### config.mk
export PLATFORM = sky130hd
export DESIGN_NAME = ppi_mul
export DESIGN_NICKNAME = d
export VERILOG_FILES = /design/src/rtl/ppi_pkg.sv /design/src/rtl/ppi_mul.sv
export SDC_FILE = /design/constraint.sdc
export NUM_CORES = 2
export LEC_CHECK = 0
export BUFFER_PORTS_ARGS = -buffer_cell sky130_fd_sc_hd__buf_4
export CORE_UTILIZATION = 26
export CTS_CLUSTER_DIAMETER = 80
export DETAILED_ROUTE_END_ITERATION = 6
export PLACE_DENSITY = 0.42
export SLEW_MARGIN = 20
export SYNTH_ARGS = -nofsm -noshare
export SYNTH_HDL_FRONTEND = slang
export SYNTH_SLANG_ARGS = --single-unit
### constraint.sdc
create_clock -name clk -period 11.2 [get_ports clk]
set_input_delay 1.68 -clock clk [delete_from_list [all_inputs] [get_ports clk]]
set_output_delay 1.68 -clock clk [all_outputs]
set_load 0.1 [all_outputs]
### src/rtl/ppi_pkg.sv
// Package for the particle pool integrator: item types, codes, sequencer states
// and the saturating fixed-point add. No dependencies.
package ppi_pkg;

  localparam logic CMD_SPAWN = 1'b0;
  localparam logic CMD_TICK  = 1'b1;

  localparam logic [1:0] RPT_SPAWN    = 2'd0;
  localparam logic [1:0] RPT_PARTICLE = 2'd1;
  localparam logic [1:0] RPT_EMPTY    = 2'd2;

  localparam logic [2:0] CFG_GRAV_X  = 3'd0;
  localparam logic [2:0] CFG_GRAV_Y  = 3'd1;
  localparam logic [2:0] CFG_GRAV_Z  = 3'd2;
  localparam logic [2:0] CFG_TYPE_LO = 3'd3;
  localparam logic [2:0] CFG_TYPE_HI = 3'd4;

  localparam int MUL_A_W = 25;
  localparam int MUL_B_W = 33;
  localparam int PROD_W  = MUL_A_W + MUL_B_W;

  typedef struct packed {
    logic               cmd;
    logic        [6:0]  spawn_count;
    logic signed [31:0] pos_x;
    logic signed [31:0] pos_y;
    logic signed [31:0] pos_z;
    logic signed [31:0] vel_x;
    logic signed [31:0] vel_y;
    logic signed [31:0] vel_z;
    logic        [15:0] particle_scale;
    logic        [1:0]  particle_kind;
    logic        [15:0] tick_step;
  } in_item_t;

  typedef struct packed {
    logic        [1:0]  report_kind;
    logic        [5:0]  slot;
    logic signed [31:0] out_pos_x;
    logic signed [31:0] out_pos_y;
    logic signed [31:0] out_pos_z;
    logic        [31:0] out_age;
    logic        [1:0]  out_kind;
    logic        [6:0]  live_count;
    logic        [6:0]  accepted;
    logic               last;
  } out_item_t;

  // one pool entry, axis 0..2 = x..z
  typedef struct packed {
    logic [2:0][31:0] pos;
    logic [2:0][31:0] vel;
    logic [31:0]      age;
    logic [15:0]      scale;
    logic [1:0]       kind;
  } particle_t;

  typedef struct packed {
    logic [2:0] pos_we;
    logic [2:0] vel_we;
    logic       age_we;
    logic       scale_we;
    logic       kind_we;
  } store_we_t;

  typedef enum logic [3:0] {
    ST_IDLE, ST_SPAWN, ST_SP_OUT,
    ST_T_RD, ST_T_AGE, ST_T_CMP, ST_T_KF, ST_T_PM, ST_T_POS, ST_T_VEL,
    ST_T_MVRD, ST_T_MVWR, ST_T_END, ST_T_EMPTY,
    ST_D_RD, ST_D_OUT
  } state_t;

  // base + floor(prod / 256), saturated to signed 32 bits
  function automatic logic [31:0] sat_add(input logic signed [31:0] base,
                                          input logic signed [PROD_W-1:0] prod);
    logic signed [PROD_W-1:0] shifted;
    logic signed [50:0]       sum;
    shifted = prod >>> 8;
    sum = 51'(base) + 51'(shifted);
    if (sum > 51'sd2147483647) begin
      return 32'h7FFF_FFFF;
    end else if (sum < -51'sd2147483648) begin
      return 32'h8000_0000;
    end else begin
      return sum[31:0];
    end
  endfunction

endpackage

### src/rtl/ppi_mul.sv
// Shared signed multiplier with a registered product.
// Depends on ppi_pkg for operand widths.
module ppi_mul (
  input  logic                                clk,
  input  logic signed [ppi_pkg::MUL_A_W-1:0]  opa,
  input  logic signed [ppi_pkg::MUL_B_W-1:0]  opb,
  output logic signed [ppi_pkg::PROD_W-1:0]   prod
);

  // register every product; the sequencer picks it up in the next state
  always_ff @(posedge clk) begin
    prod <= ppi_pkg::PROD_W'(opa) * ppi_pkg::PROD_W'(opb);
  end

endmodule

==> summary.md <==
| Metric | Value |
|---|---|
| Worst-margin pin slew | ~1.1 ns |
| Postcts setup bufs | 0 |
| Vias/cell | approximately 4.4 |
| Critical path type | primary input to flop |
| Complex-gate fraction of the synthesized area | 4.42% |
| CP cell instances | buf_4 -> nand2_1 -> inv_1 -> fa_1 -> fa_1 -> inv_1 -> fa_1 -> inv_1 -> fa_1 -> fa_1 -> fa_1 -> fa_1 -> ha_1 -> a21o_1 -> a21o_1 -> a21o_1 -> a21o_1 -> and3_1 -> a21oi_1 -> o211ai_1 |
| Layout cells sized above 1 | ~4.8% |
| Startpoint Class | primary input |
| Die X | 343 µm |
| Fin. max-slew vios | 0 |
| Post-route antenna net violation count | 0 |
| Number of synthesized flops with an enable pin | 0 |
| Post-CTS Resized | 0 |
| Total Wirelength | 90700 µm |
| Slowest cell delay on critical path | 0.86 ns |
| Initial Util | 26.3% |
| WP data required | 11.44 ns |
| Placer Congestion | 0.806 |
| Synth cell count leaders | 842 x fa_1, 785 x inv_1, 416 x nand2_1 |
| Status | finished, final reports clean |
| H-tree depth | 3 |
| Total GRT Usage | 16.3% |
| TritonCTS Buffers | 9 |
| Vias in the first global route | 23200 |
| Final Hold Viols | 0 |
| Chip Height | roughly 340 µm |
| Core ar. | 115000 µm² |
| Area growth from synthesis to layout | 8.26% |
| Register name with the most flops | prod |
| CP Capture Type | flop |
| Clk slew on worst S/H paths | 0.06 ns |
| Mapped Area | 30200 µm² |
| Post-Syn Instances | 3208 |
| Seq/Total Area, Yosys | 3.84% |
| Rel. slew slack | 22.8% |
| Most used DFF post-synth | dfxtp_1 |
| Setup TNS | 0 ns |
| Syn_nets | between 4000 and 5000 |
| Xor and xnor area share after synthesis | 1.71% |
| Via count | 20700 |
| CTS tree | done |
| Hold Slack | between 1.5 and 2 ns |
| Synth warn | 0 |
| Pin count of the biggest net entering global routing | 34 |
| Global-route wire length before repair | around 140000 µm |
| Final setup violating endpoints | 0 |
| IO Count | roughly 120 |
| Post-synth top area share | 55.8% |
| Unrepaired setup endpoints after global routing | false |
| Drt drc | 0 |
| Period utilization | approximately three quarters |
| Ranking of synthesized cells by area | fa_1 56%, inv_1 9.8%, and2_1 8.5% |
| Cts hold-fix bufs | 0 |
| Top Registers | prod: 58 flops |
| CTS max path bufs | 2 |
| Async set-reset flop share out of synthesis | 0% |
| Min Tclk post-route | about 8.6 ns |
| Initial DRC Count | 839 |
| Max reg flops | 58 |
| First-pass DRT Iterations | 5 |
| Worst path bufs/invs | 4 |
| Synth Area in Simple Gates | roughly 16% |
| Seq cells post-synth | 58 |
| Root Buffer | clkbuf_16 |
| Die area | 118000 µm² |
| Cell mode on critical path | fa_1 |
| Layout Nets | between 4000 and 5000 |
| Overflow after GRT | 0 |
| Max Clk Rate | between 100 and 150 MHz |
| CP Max Fanout | 33 |
| Syn avg cell area | 9.42 µm² |
| Synth cell types | 60 |
| Drt wl/cell | a little under 20 µm |
| Critical path's slowest cell | fa_1 |
| Buffers added on ports | around 120 |
| Largest family of logic cells by synthesized area | adder cells |
| Post-DP HPWL | 73700 µm |
| Rows | between 100 and 150 |
| Mux cell area share after synthesis | 0% |
| Largest area contributor in the netlist | fa_1 |
| Adder-Cell Fraction of Synth Area | approximately 62% |
| Initial antenna violation count | 2 |
| CTS Sinks | 58 |
| WP data arrival | 8.80 ns |
| MaxCap Viol Count | 0 |
| Top-count cell post-synth | fa_1 |
| Cell family with most CP delay | adder cells |
| Worst min-delay path class | primary input to flop |
==> metrics by stage <==
stage                     instance area (µm²)  std cells  setup WS (ns)  util [%]
after global placement                  32300       4681           1.82      28.2
final                                   32700       4701           2.64      28.5
after floorplan                         30200       3208           3.12         -
after detailed placement                32300       4681           2.16      28.2
after global routing                    32700       4697           2.10      28.5
after CTS                               32700       4697           2.58      28.5
==> routing by layer <==
metal,global-route usage [%],vias up,part of all wire (%)
met2,29.0,343,52
met4,3.87,2,2.5
met1,20.8,11100,42
met5,0,-,0.012
li1,-,9153,-
met3,1.96,87,3.2
==> cells by family (layout without fill, tap and decap cells) <==
family	after synthesis	after routing
compound gates	194	194
fa+ha+maj	999	999
buf+inv	944	921
xor+xnor	59	59
other cells	0	4
flops	58	58
simple gates	954	954
==> cells in the final DEF, fill, tap and decap left out, drive strengths merged, types with 9 or more instances in the layout <==
cell type  count
fa           842
inv          786
nand2        416
and2         410
ha           157
buf          119
dfxtp         58
nor2          57
a21oi         51
xnor2         44
a21o          36
o21ai         32
nand3         16
nand4         15
xor2          15
o21bai        15
a31oi         12
nand2b        11
clkbuf         9
a211oi         9
o211ai         9
==> final cells by class <==
class / count / area, µm²
inverter: 786 / 2950
multi-input combinational: 2206 / 25400
timing repair buffer: 119 / 893
clock buffer: 9 / 225
fill: 12400 / 82100
clock inverter: 7 / 125
sequential: 58 / 1160
antenna: 4 / 10.0
tap: 1512 / 1890
==> final timing paths <==
| kind | from | endpoint | slack [ns] | depth (start not counted) |
|---|---|---|---|---|
| worst min-delay path | opb[0] | prod[0] | 1.76 | 2 |
| worst max-delay path | opa[1] | prod[57] | 2.64 | 20 |
Power is not shown: default switching activity piles up to over one toggle a cycle in this logic, so the estimate is an artifact.
